<file path="src/hw/rtl/rpt_pkg.sv">
package rpt_pkg;

    localparam int unsigned CFG_DATA_W = 24;
    localparam int unsigned CFG_IDX_W  = 2;

    // register indexes on the configuration port
    localparam logic [CFG_IDX_W-1:0] CFG_DEST_TIMEOUT  = 2'd0;
    localparam logic [CFG_IDX_W-1:0] CFG_NEW_ROUTE_AGE = 2'd1;
    localparam logic [CFG_IDX_W-1:0] CFG_DEAD_AGE      = 2'd2;

    localparam logic [15:0] DEST_TIMEOUT_RST  = 16'd600;
    localparam logic [15:0] NEW_ROUTE_AGE_RST = 16'd300;
    localparam logic [23:0] DEAD_AGE_RST      = 24'd86400;

    localparam logic signed [31:0] LOWEST_PREF = 32'sh8000_0000;

    localparam logic OP_ADD       = 1'b0;
    localparam logic OP_ADVERTISE = 1'b1;

    localparam logic KIND_STATUS = 1'b0;
    localparam logic KIND_ENTRY  = 1'b1;

    typedef enum logic [1:0] {
        ST_EXISTING = 2'd0,
        ST_APPENDED = 2'd1,
        ST_REPLACED = 2'd2,
        ST_DROPPED  = 2'd3
    } t_status;

    typedef struct packed {
        logic [15:0] dest_timeout;
        logic [15:0] new_route_age;
        logic [23:0] dead_age;
    } t_cfg;

    typedef struct packed {
        logic [31:0]        addr;
        logic signed [31:0] pref;
        logic [31:0]        seen;
    } t_entry;

endpackage

</file>
<file path="src/hw/rtl/rpt_mem.sv">
module rpt_mem #(
    parameter int unsigned DEPTH = 16,
    parameter int unsigned IDX_W = 4
) (
    input  logic                 i_clk,
    input  logic                 i_rd_en,
    input  logic [IDX_W-1:0]     i_rd_idx,
    output rpt_pkg::t_entry      o_rd_data,
    input  logic                 i_wr_en,
    input  logic [IDX_W-1:0]     i_wr_idx,
    input  rpt_pkg::t_entry      i_wr_data
);
    import rpt_pkg::*;

    t_entry r_mem [DEPTH];
    t_entry r_rd_data;

    always_ff @(posedge i_clk) begin
        if (i_wr_en) begin
            r_mem[i_wr_idx] <= i_wr_data;
        end
    end

    // read data holds until the next read
    always_ff @(posedge i_clk) begin
        if (i_rd_en) begin
            r_rd_data <= r_mem[i_rd_idx];
        end
    end

    assign o_rd_data = r_rd_data;

endmodule

</file>
<file path="src/hw/rtl/rpt_ctrl.sv">
module rpt_ctrl #(
    parameter int unsigned ENTRIES = 16,
    parameter int unsigned IDX_W   = 4,
    parameter int unsigned CNT_W   = 5
) (
    input  logic                 i_clk,
    input  logic                 i_rst_n,
    input  rpt_pkg::t_cfg        i_cfg,
    input  logic                 i_in_valid,
    output logic                 o_in_ready,
    input  logic                 i_op,
    input  logic [31:0]          i_gateway_addr,
    input  logic signed [31:0]   i_preference,
    input  logic [31:0]          i_now_time,
    output logic                 o_out_valid,
    input  logic                 i_out_ready,
    output logic                 o_kind,
    output logic [1:0]           o_status,
    output logic [31:0]          o_entry_addr,
    output logic signed [31:0]   o_entry_pref,
    output logic                 o_pref_taken,
    output logic                 o_last,
    output logic                 o_rd_en,
    output logic [IDX_W-1:0]     o_rd_idx,
    input  rpt_pkg::t_entry      i_rd_data,
    output logic                 o_wr_en,
    output logic [IDX_W-1:0]     o_wr_idx,
    output rpt_pkg::t_entry      o_wr_data
);
    import rpt_pkg::*;

    typedef enum logic [4:0] {
        S_IDLE   = 5'b00001,
        S_READ   = 5'b00010,
        S_EVAL   = 5'b00100,
        S_FINISH = 5'b01000,
        S_FLUSH  = 5'b10000
    } t_state;

    localparam logic [CNT_W-1:0] FULL_COUNT = CNT_W'(ENTRIES);

    t_state                 r_state, n_state;
    logic                   r_op, n_op;
    logic [31:0]            r_host, n_host;
    logic signed [31:0]     r_pref, n_pref;
    logic [31:0]            r_now, n_now;
    logic [IDX_W-1:0]       r_idx, n_idx;
    logic [CNT_W-1:0]       r_count, n_count;
    logic                   r_found, n_found;
    logic [IDX_W-1:0]       r_slot, n_slot;
    logic signed [31:0]     r_found_pref, n_found_pref;
    logic                   r_found_taken, n_found_taken;
    logic                   r_have_old, n_have_old;
    logic [IDX_W-1:0]       r_old_idx, n_old_idx;
    logic [31:0]            r_old_age, n_old_age;
    logic                   r_pend_valid, n_pend_valid;
    logic [31:0]            r_pend_addr, n_pend_addr;
    logic signed [31:0]     r_pend_pref, n_pend_pref;
    logic                   r_out_valid, n_out_valid;
    logic                   r_out_kind, n_out_kind;
    logic [1:0]             r_out_status, n_out_status;
    logic [31:0]            r_out_addr, n_out_addr;
    logic signed [31:0]     r_out_pref, n_out_pref;
    logic                   r_out_taken, n_out_taken;
    logic                   r_out_last, n_out_last;

    logic                   out_free;
    logic [31:0]            age;
    logic [CNT_W-1:0]       idx_next;
    logic                   scan_done;
    logic                   live;
    logic                   stale;

    assign out_free  = !r_out_valid || i_out_ready;
    assign age       = r_now - i_rd_data.seen;
    assign idx_next  = CNT_W'(r_idx) + CNT_W'(1);
    assign scan_done = (idx_next == r_count);
    assign live      = (age <= {8'd0, i_cfg.dead_age});
    assign stale     = (age > {16'd0, i_cfg.dest_timeout});

    always_comb begin
        n_state       = r_state;
        n_op          = r_op;
        n_host        = r_host;
        n_pref        = r_pref;
        n_now         = r_now;
        n_idx         = r_idx;
        n_count       = r_count;
        n_found       = r_found;
        n_slot        = r_slot;
        n_found_pref  = r_found_pref;
        n_found_taken = r_found_taken;
        n_have_old    = r_have_old;
        n_old_idx     = r_old_idx;
        n_old_age     = r_old_age;
        n_pend_valid  = r_pend_valid;
        n_pend_addr   = r_pend_addr;
        n_pend_pref   = r_pend_pref;
        n_out_valid   = r_out_valid && !i_out_ready;
        n_out_kind    = r_out_kind;
        n_out_status  = r_out_status;
        n_out_addr    = r_out_addr;
        n_out_pref    = r_out_pref;
        n_out_taken   = r_out_taken;
        n_out_last    = r_out_last;
        o_rd_en       = 1'b0;
        o_rd_idx      = r_idx;
        o_wr_en       = 1'b0;
        o_wr_idx      = r_idx;
        o_wr_data     = '{addr: r_host, pref: r_pref, seen: r_now};

        case (r_state)
            S_IDLE: begin
                if (i_in_valid) begin
                    n_op         = i_op;
                    n_host       = i_gateway_addr;
                    n_pref       = i_preference;
                    n_now        = i_now_time;
                    n_idx        = '0;
                    n_found      = 1'b0;
                    n_have_old   = 1'b0;
                    n_pend_valid = 1'b0;
                    if (r_count != '0) begin
                        n_state = S_READ;
                    end else if (i_op == OP_ADD) begin
                        n_state = S_FINISH;
                    end else begin
                        n_state = S_FLUSH;
                    end
                end
            end
            S_READ: begin
                o_rd_en = 1'b1;
                n_state = S_EVAL;
            end
            S_EVAL: begin
                if (r_op == OP_ADD) begin
                    if (i_rd_data.addr == r_host) begin
                        n_found       = 1'b1;
                        n_slot        = r_idx;
                        n_found_pref  = i_rd_data.pref;
                        n_found_taken = (r_pref >= i_rd_data.pref) ||
                                        (age >= {16'd0, i_cfg.new_route_age});
                        n_state       = S_FINISH;
                    end else begin
                        // ties keep the lowest index
                        if (!r_have_old || age > r_old_age) begin
                            n_have_old = 1'b1;
                            n_old_idx  = r_idx;
                            n_old_age  = age;
                        end
                        n_idx   = IDX_W'(idx_next);
                        n_state = scan_done ? S_FINISH : S_READ;
                    end
                end else if (!live) begin
                    n_idx   = IDX_W'(idx_next);
                    n_state = scan_done ? S_FLUSH : S_READ;
                end else if (!r_pend_valid || out_free) begin
                    // one item held back so the final one can carry last
                    if (r_pend_valid) begin
                        n_out_valid  = 1'b1;
                        n_out_kind   = KIND_ENTRY;
                        n_out_status = ST_EXISTING;
                        n_out_addr   = r_pend_addr;
                        n_out_pref   = r_pend_pref;
                        n_out_taken  = 1'b0;
                        n_out_last   = 1'b0;
                    end
                    n_pend_valid = 1'b1;
                    n_pend_addr  = i_rd_data.addr;
                    n_pend_pref  = stale ? LOWEST_PREF : i_rd_data.pref;
                    if (stale) begin
                        o_wr_en   = 1'b1;
                        o_wr_idx  = r_idx;
                        o_wr_data = '{addr: i_rd_data.addr, pref: LOWEST_PREF,
                                      seen: i_rd_data.seen};
                    end
                    n_idx   = IDX_W'(idx_next);
                    n_state = scan_done ? S_FLUSH : S_READ;
                end
            end
            S_FINISH: begin
                if (out_free) begin
                    n_out_valid = 1'b1;
                    n_out_kind  = KIND_STATUS;
                    n_out_addr  = r_host;
                    n_out_last  = 1'b1;
                    n_state     = S_IDLE;
                    if (r_found) begin
                        n_out_status = ST_EXISTING;
                        n_out_taken  = r_found_taken;
                        n_out_pref   = r_found_taken ? r_pref : r_found_pref;
                        o_wr_en      = r_found_taken;
                        o_wr_idx     = r_slot;
                    end else if (r_count < FULL_COUNT) begin
                        n_out_status = ST_APPENDED;
                        n_out_taken  = 1'b1;
                        n_out_pref   = r_pref;
                        o_wr_en      = 1'b1;
                        o_wr_idx     = IDX_W'(r_count);
                        n_count      = r_count + CNT_W'(1);
                    end else if (r_have_old &&
                                 r_old_age > {16'd0, i_cfg.dest_timeout}) begin
                        n_out_status = ST_REPLACED;
                        n_out_taken  = 1'b1;
                        n_out_pref   = r_pref;
                        o_wr_en      = 1'b1;
                        o_wr_idx     = r_old_idx;
                    end else begin
                        n_out_status = ST_DROPPED;
                        n_out_taken  = 1'b0;
                        n_out_pref   = '0;
                    end
                end
            end
            S_FLUSH: begin
                if (!r_pend_valid) begin
                    n_state = S_IDLE;
                end else if (out_free) begin
                    n_out_valid  = 1'b1;
                    n_out_kind   = KIND_ENTRY;
                    n_out_status = ST_EXISTING;
                    n_out_addr   = r_pend_addr;
                    n_out_pref   = r_pend_pref;
                    n_out_taken  = 1'b0;
                    n_out_last   = 1'b1;
                    n_pend_valid = 1'b0;
                    n_state      = S_IDLE;
                end
            end
            default: begin
                n_state = S_IDLE;
            end
        endcase
    end

    always_ff @(posedge i_clk) begin
        if (!i_rst_n) begin
            r_state      <= S_IDLE;
            r_count      <= '0;
            r_pend_valid <= 1'b0;
            r_out_valid  <= 1'b0;
        end else begin
            r_state      <= n_state;
            r_count      <= n_count;
            r_pend_valid <= n_pend_valid;
            r_out_valid  <= n_out_valid;
        end
    end

    always_ff @(posedge i_clk) begin
        r_op          <= n_op;
        r_host        <= n_host;
        r_pref        <= n_pref;
        r_now         <= n_now;
        r_idx         <= n_idx;
        r_found       <= n_found;
        r_slot        <= n_slot;
        r_found_pref  <= n_found_pref;
        r_found_taken <= n_found_taken;
        r_have_old    <= n_have_old;
        r_old_idx     <= n_old_idx;
        r_old_age     <= n_old_age;
        r_pend_addr   <= n_pend_addr;
        r_pend_pref   <= n_pend_pref;
        r_out_kind    <= n_out_kind;
        r_out_status  <= n_out_status;
        r_out_addr    <= n_out_addr;
        r_out_pref    <= n_out_pref;
        r_out_taken   <= n_out_taken;
        r_out_last    <= n_out_last;
    end

    assign o_in_ready   = (r_state == S_IDLE);
    assign o_out_valid  = r_out_valid;
    assign o_kind       = r_out_kind;
    assign o_status     = r_out_status;
    assign o_entry_addr = r_out_addr;
    assign o_entry_pref = r_out_pref;
    assign o_pref_taken = r_out_taken;
    assign o_last       = r_out_last;

endmodule

</file>
<file path="src/hw/rtl/router_preference_table.sv">
// channel  | direction | handshake                 | payload
// in       | input     | i_in_valid / o_in_ready   | i_op, i_gateway_addr, i_preference,
//          |           |                           | i_now_time
// out      | output    | o_out_valid / i_out_ready | o_kind, o_status, o_entry_addr,
//          |           |                           | o_entry_pref, o_pref_taken, o_last
// cfg      | input     | i_cfg_we (no wait)        | i_cfg_idx, i_cfg_wdata
//
// one item at a time; each table entry scanned takes a read-issue state, then an
// evaluate state on the registered read data of the entry memory
// add: the scan stops at a match or at the end of the table; advertise: every
// entry is scanned; both wait while the output is stalled
// reset clears the entry count and valid flags and sets config registers to defaults;
// table contents are left as they are and never read before being written
module router_preference_table #(
    parameter int unsigned TABLE_ENTRIES = 16
) (
    input  logic                          i_clk,
    input  logic                          i_rst_n,
    input  logic                          i_in_valid,
    output logic                          o_in_ready,
    input  logic                          i_op,
    input  logic [31:0]                   i_gateway_addr,
    input  logic signed [31:0]            i_preference,
    input  logic [31:0]                   i_now_time,
    output logic                          o_out_valid,
    input  logic                          i_out_ready,
    output logic                          o_kind,
    output logic [1:0]                    o_status,
    output logic [31:0]                   o_entry_addr,
    output logic signed [31:0]            o_entry_pref,
    output logic                          o_pref_taken,
    output logic                          o_last,
    input  logic                          i_cfg_we,
    input  logic [rpt_pkg::CFG_IDX_W-1:0] i_cfg_idx,
    input  logic [rpt_pkg::CFG_DATA_W-1:0] i_cfg_wdata
);
    import rpt_pkg::*;

    localparam int unsigned IDX_W = (TABLE_ENTRIES > 1) ? $clog2(TABLE_ENTRIES) : 1;
    localparam int unsigned CNT_W = $clog2(TABLE_ENTRIES + 1);

    t_cfg              r_cfg;
    logic              rd_en;
    logic [IDX_W-1:0]  rd_idx;
    t_entry            rd_data;
    logic              wr_en;
    logic [IDX_W-1:0]  wr_idx;
    t_entry            wr_data;

    always_ff @(posedge i_clk) begin
        if (!i_rst_n) begin
            r_cfg.dest_timeout  <= DEST_TIMEOUT_RST;
            r_cfg.new_route_age <= NEW_ROUTE_AGE_RST;
            r_cfg.dead_age      <= DEAD_AGE_RST;
        end else if (i_cfg_we) begin
            case (i_cfg_idx)
                CFG_DEST_TIMEOUT:  r_cfg.dest_timeout  <= i_cfg_wdata[15:0];
                CFG_NEW_ROUTE_AGE: r_cfg.new_route_age <= i_cfg_wdata[15:0];
                CFG_DEAD_AGE:      r_cfg.dead_age      <= i_cfg_wdata[23:0];
                default: begin
                end
            endcase
        end
    end

    rpt_ctrl #(
        .ENTRIES (TABLE_ENTRIES),
        .IDX_W   (IDX_W),
        .CNT_W   (CNT_W)
    ) u_ctrl (
        .i_clk          (i_clk),
        .i_rst_n        (i_rst_n),
        .i_cfg          (r_cfg),
        .i_in_valid     (i_in_valid),
        .o_in_ready     (o_in_ready),
        .i_op           (i_op),
        .i_gateway_addr (i_gateway_addr),
        .i_preference   (i_preference),
        .i_now_time     (i_now_time),
        .o_out_valid    (o_out_valid),
        .i_out_ready    (i_out_ready),
        .o_kind         (o_kind),
        .o_status       (o_status),
        .o_entry_addr   (o_entry_addr),
        .o_entry_pref   (o_entry_pref),
        .o_pref_taken   (o_pref_taken),
        .o_last         (o_last),
        .o_rd_en        (rd_en),
        .o_rd_idx       (rd_idx),
        .i_rd_data      (rd_data),
        .o_wr_en        (wr_en),
        .o_wr_idx       (wr_idx),
        .o_wr_data      (wr_data)
    );

    rpt_mem #(
        .DEPTH (TABLE_ENTRIES),
        .IDX_W (IDX_W)
    ) u_mem (
        .i_clk     (i_clk),
        .i_rd_en   (rd_en),
        .i_rd_idx  (rd_idx),
        .o_rd_data (rd_data),
        .i_wr_en   (wr_en),
        .i_wr_idx  (wr_idx),
        .i_wr_data (wr_data)
    );

endmodule

</file>
<file path="config.mk">
export PLATFORM = sky130hd
export DESIGN_NAME = router_preference_table
export DESIGN_NICKNAME = d
export VERILOG_FILES = /design/src/hw/rtl/rpt_pkg.sv /design/src/hw/rtl/rpt_mem.sv /design/src/hw/rtl/rpt_ctrl.sv /design/src/hw/rtl/router_preference_table.sv
export SDC_FILE = /design/constraint.sdc
export NUM_CORES = 2
export LEC_CHECK = 0
export BUFFER_PORTS_ARGS = -buffer_cell sky130_fd_sc_hd__buf_2
export CORE_UTILIZATION = 62
export CTS_CLUSTER_DIAMETER = 150
export DETAILED_ROUTE_END_ITERATION = 8
export PLACE_DENSITY = 0.77
export SYNTH_ARGS = -nofsm -noshare
export SYNTH_HDL_FRONTEND = slang
export SYNTH_HIERARCHICAL = 1
export SYNTH_SLANG_ARGS = --single-unit
</file>
<file path="constraint.sdc">
create_clock -name i_clk -period 13.55 [get_ports i_clk]
set_input_delay 2.71 -clock i_clk [delete_from_list [all_inputs] [get_ports i_clk]]
set_output_delay 2.71 -clock i_clk [all_outputs]
set_load 0.005 [all_outputs]
</file>
* After elaboration in Yosys (flattened, before gate mapping)
Memories as Yosys holds them, arrays and structs flattened. A register that Yosys moved wholly into a read port is not among the register bits. Index checks and enable logic that the tools add are counted.
Cells by class: $add $sub $neg 3, $lt $le $gt $ge 7, equal/unequal tests 23, muxes and demuxes 110, bitwise gates (word level) 3, reductions and logical operators 30
Operators with widths (number):
- 2-to-1 mux 32 bit | 18
- 2-to-1 mux 96 bit | 5
- one-hot mux 32 bit (3 select lines) | 2
- > comparator 32 x 16 -> 1 bit | 2
- 2-to-1 mux 5 bit | 10
- 2-to-1 mux 1 bit | 44
- 2-to-1 mux 4 bit | 11
- == test 32 bit | 1
- greater-or-equal comparator 32 x 16 -> 1 bit | 1
- greater-or-equal comparator 32 bit | 1
- > comparator 32 bit | 1
- less-or-equal comparator 32 x 24 -> 1 bit | 1
- subtractor 32 bit | 1
- one-hot mux 5 bit (5 select lines) | 1
- AND reduction 4 bit | 5
- 2-to-1 mux 2 bit | 9
- != test 2 x 1 -> 1 bit, second input constant | 9
- one-hot mux 1 bit (3 select lines) | 5
- AND reduction 2 bit | 5
- AND reduction 5 bit | 2
- one-hot mux 4 bit (2 select lines) | 1
- AND reduction 8 bit | 1
- != test 2 bit, second input constant | 3
- one-hot mux 1 bit (2 select lines) | 3
- other kinds (24) | 34
Storage, ports and cells: bits in registers 377, memory bits (writable) 1536, input bits 128, output and inout bits 71, word-level logic and storage cells 204, memories 1
Memories:
- u_mem.r_mem | words 16, width 96, read ports 1, clocked after Yosys merged registers in 1, wr ports 1, line rpt_mem.sv:15 | t_entry r_mem [DEPTH];

* Depth between registers and ports, before layout
depth after elaboration 9, gate-level depth with buffers 25, gate-level depth less buffers 23

* Hierarchy
Netlist, hierarchy kept.
Modules (own cells, without submodules):
- rpt_mem | times used 1, cells an instance 2460, area each 60316.6 µm², seq. area each 49007.0 µm²
- rpt_ctrl | times used 1, cells an instance 1686, area each 18921.9 µm², seq. area each 9519.1 µm²
- router_preference_table | times used 1, cells an instance 225, area each 2245.9 µm², seq. area each 1121.1 µm²

* Worst setup path before layout
Ideal clock, no wire load.
path type register to register, start register u_mem/o_rd_data[0] (netlist name), end memory u_mem/r_mem[0][0] in the netlist's numbering (enable), library setup time 668 ps, arrival 11801 ps, data required time 12882 ps, setup slack 1080 ps, stages on the path, launching flop included 23, buffers on the path 2, period minus slack after synthesis 12470 ps, cells stage by stage edfxtp_1 > ha_1 > fa_1 > and2b_1 > o2111ai_1 > a211oi_1 > nor3_1 > xnor2_1 > ha_1 > and4_1 > and2_1 > a221o_1 > a31oi_1 > o21ai_0 > a41oi_1 > nand2_1 > nor4_4 > o221ai_4 > buf_6 > buf_6 > o21ai_0 > or3b_2 > nor3_1
On the way: cells in the longest elaborated chain, start to end 9, elaborated cells on any way between the ends 10, those cells by class add/sub: 1; order compare: 2; mux: 7
Ends and longest elaborated chain:
- subtractor 32 bit (*) | line rpt_ctrl.sv:75 | assign age = r_now - i_rd_data.seen;
- net u_ctrl.age[14] | line rpt_ctrl.sv:68 | logic [31:0] age;
- > comparator 32 x 16 -> 1 bit | line rpt_ctrl.sv:79 | assign stale = (age > {16'd0, i_cfg.dest_timeout});
- 2-to-1 mux 1 bit | line rpt_ctrl.sv:172 | if (stale) begin
- 2-to-1 mux 1 bit | line rpt_ctrl.sv:158 | end else if (!r_pend_valid || out_free) begin
- 2-to-1 mux 1 bit (*) | line rpt_ctrl.sv:155 | end else if (!live) begin
- 2-to-1 mux 1 bit (*) | line rpt_ctrl.sv:137 | if (r_op == OP_ADD) begin
- one-hot mux 1 bit (2 select lines) (*) | line rpt_ctrl.sv:112 | case (r_state)
- net wr_en | line router_preference_table.sv:46 | logic wr_en;
- 2-to-1 mux 1 bit (*) | line rpt_mem.sv:19 | if (i_wr_en) begin
- 2-to-1 mux 1 bit (not written as such) (*) | line rpt_mem.sv:20 | r_mem[i_wr_idx] <= i_wr_data;
- to (decl) | line rpt_mem.sv:15
Mark *: on every way through the listed nets, which the timed path passes. The rest lies on a longest branch.

* Final worst setup path
start register u_mem/o_rd_data[0] (netlist name), end memory u_mem/r_mem[5][72] in the netlist's numbering (enable)
On the way: cells in the longest elaborated chain, start to end 9, elaborated cells on any way between the ends 10, those cells by class add/sub: 1; order compare: 2; mux: 7
Ends and longest elaborated chain (line):
- subtractor 32 bit (*) | rpt_ctrl.sv:75
- net u_ctrl.age[14] | rpt_ctrl.sv:68
- > comparator 32 x 16 -> 1 bit | rpt_ctrl.sv:79
- 2-to-1 mux 1 bit | rpt_ctrl.sv:172
- 2-to-1 mux 1 bit | rpt_ctrl.sv:158
- 2-to-1 mux 1 bit (*) | rpt_ctrl.sv:155
- 2-to-1 mux 1 bit (*) | rpt_ctrl.sv:137
- one-hot mux 1 bit (2 select lines) (*) | rpt_ctrl.sv:112
- net wr_en | router_preference_table.sv:46
- 2-to-1 mux 1 bit (*) | rpt_mem.sv:19
- 2-to-1 mux 1 bit (not written as such) (*) | rpt_mem.sv:20
Marks and branches as above.

==> results.toml <==
[sta]
period_minus_slack_ns = 8.915
max_slew_margin = 0.1798
rsz0062_at_grt = "no"
setup_viol = 0
max_slew.worst_pin.slew_ns = 1.230
slew_violations = 0
fin_skew_ns = 0.05286
hold_viol_final = 0
fmax_ghz = 0.1122
period_share = 0.6579
whs_ns = 0.4468
setup-tns-final_ns = 0

[routing]
dr.pass1.iters = 6
avgRoutedWirePerCell_um = 29.64
post-route-drc-count = 0
viasPerCell = 6.643
vias = 43365
drt_iter0_markers = 5702
route.antenna.remaining_nets = 0
routed_wl_um = 193500

[synthesis]
synth-edff-count = 1941
synth_area_per_cell_um2 = 18.64
yosys_warnings = 6
synth_fp_nets = 4666
synth.area.top_cells = "edfxtp_1, mux4_2, ha_1"
synth_most_common_cell = "edfxtp_1"
syn_inst = 4371
ys_async_sr_fraction = 0
synth_top_area_frac = 0.7153
ys_ff_latch = 2009
synth_common_cells = "edfxtp_1, mux4_2, nand2_1"
yosysSeqAreaShare = 0.7320
synth_area_um2 = 81480
synth_cell_types = 85
synth-main-ff-cell = "edfxtp_1"
synth_top_area_cell = "edfxtp_1"

[global_route]
grtUsageTotal = 0.2949
grt_pass1_wl_um = 284300
antenna_found_initial = 13
grt_overflow = 0
grt_max_degree = 112
grt_pass1_vias = 43471

[clock_tree]
cts_hold_buf = 0
cts_setup_buffers = 0
cts_buffer_depth = 3
clkSlewWorstSetupHoldPaths_ns = 0.06
cts_resized = 0
cts_tree = "built"
clk-insertion-delay-late_ns = 0.84
h-tree-depth = 4
cts_root_buffer = "clkbuf_16"
numCtsBuffers = 191
cts_num_sinks = 2009

[worst_setup_path]
end_kind = "register"
start_kind = "register"
crit_required_ns = 14.00
critical_path.max_fanout = 59
worstSetupPathType = "reg -> reg"
arrival_ns = 9.36

[placed_design]
hpwl_um = 107500
numPortBuffers = 198
gp_congestion = 0.8872

[floorplan]
die_x_um = 364.5
core_region_area_um2 = 130000
io_pins = 199
die_height_um = 364.5
dieArea_um2 = 132900
initial_utilization = 0.6269
rows = 132

[power_and_ir_drop]
power_mw = 13.66
vdd_drop_max_uv = 131.6
p_per_area_nw_per_um2 = 150.7
p_leak_nw = 30.39

[finish]
multi_input_area_um2 = 20150
nFillCells = 7729
area_delta_synth_final_pct = 11.24
fin_nets = 4919
n_antenna_cell = 0
layout.area.seq_um2 = 59650
drive_above_1_share = 0.2146
fin_util = 0.6974

[outcome]
status = "finished clean"

[run]
maxCapViolations = 0

[min_path]
hp-class = "reg -> reg"
[state kept, by name, summed over array words and instances, names as in the netlist, 5 cells and up]
name                 cells
r_cfg                   56
u_mem/o_rd_data         96
u_ctrl/o_entry_pref     32
u_ctrl/r_found_pref     32
u_ctrl/r_pref           32
u_ctrl/r_pend_pref      32
u_ctrl/r_now            32
u_mem/r_mem           1536
u_ctrl/r_state           5
u_ctrl/o_entry_addr     32
u_ctrl/r_host           32
u_ctrl/r_count           5
u_ctrl/r_old_age        32
u_ctrl/r_pend_addr      32
[layout make-up]
type	count	share of cell area
tap	1742	0.02405
clock inverter	115	0.01465
timing repair buffer	275	0.01759
clock buffer	240	0.05591
sequential	2009	0.6581
multi-input combinational	1968	0.2223
inverter	179	0.007440
[worst max-delay path, stage by stage, from the launching register on]
cell	delay (ns)
edfxtp_1	0.40
ha_1	0.27
fa_1	0.42
and2b_1	0.23
o2111ai_1	0.26
a211oi_1	0.62
nor3_1	0.12
xnor2_1	0.48
ha_1	0.35
and4_1	0.17
and2_1	0.15
a221o_1	0.33
a31oi_1	0.14
o21ai_0	0.12
a41oi_1	0.28
nand2_1	0.15
nor4_4	0.47
o221ai_4	0.17
buf_4	0.41
o21ai_0	0.35
nand3b_1	0.41
nor2_4	0.83
buf_4	0.75
buf_4	0.56
[routing by layer]
layer / track usage / vias up / part of all wire
met4: 0.07802 / 6 / 0.021
met5: 0 / - / 0.00016
li1: - / 18091 / -
met3: 0.06001 / 281 / 0.10
met2: 0.4654 / 2594 / 0.48
met1: 0.4259 / 22393 / 0.40
[logic make-up (layout without fill, tap and decap cells)]
| kind of cell | Yosys count | after routing | share of synthesized area |
|---|---|---|---|
| flip-flops | 2009 | 2009 | 0.7320 |
| AND/OR/NAND/NOR | 697 | 697 | 0.04161 |
| multiplexers | 530 | 530 | 0.1255 |
| AO/OA/AOI/OAI | 503 | 503 | 0.04473 |
| buffers and inverters | 394 | 809 | 0.02273 |
| adder cells (fa/ha/maj) | 169 | 169 | 0.02598 |
| XOR/XNOR | 69 | 69 | 0.007417 |
[where the power goes]
group / leakage (nW) / switching [mW] / internal, mW
registers: 18.1 / 0.0565 / 6.96
clock network: 3.09 / 2.35 / 3.11
logic: 9.19 / 0.757 / 0.432
[through the flow]
step | instances | worst slack [ns] | area [um2]
after floorplan | 4371 | 1.080 | 81480
after global placement | 6173 | 4.893 | 84250
after detailed placement | 6173 | 4.771 | 84250
after CTS | 6528 | 4.683 | 90640
after global routing | 6528 | 4.187 | 90640
final | 6528 | 4.635 | 90640
[final timing paths]
check | from | end | slack [ns] | cells after the start
hold reg to reg | u_mem/o_rd_data[41] | u_ctrl/r_found_pref[9] | 0.45 | 0
setup reg to reg | u_mem/o_rd_data[0] | u_mem/r_mem[5][72] | 4.64 | 23
setup / recovery | u_mem/o_rd_data[0] | u_mem/r_mem[5][72] | 4.64 | 23
hold / removal | u_mem/o_rd_data[41] | u_ctrl/r_found_pref[9] | 0.45 | 0
[cells in the final DEF (no fill, tap or decap), drive strengths merged, types with 12 or more instances in the layout]
cell,count
edfxtp,1941
mux4,384
nand2,338
buf,275
clkbuf,240
a22oi,192
inv,185
ha,166
mux2,95
clkinv,78
a21oi,69
dfxtp,68
nor2,64
xnor2,55
nor3,54
o21ai,53
mux2i,51
nand4,45
and2,43
a21o,38
and3,35
a221o,32
nor2b,24
bufinv,23
nand3,17
o21a,17
o211ai,15
nor4,15
xor2,14
a31oi,14
nand2b,13
a211oi,12
(Power assumes the default switching activity.)
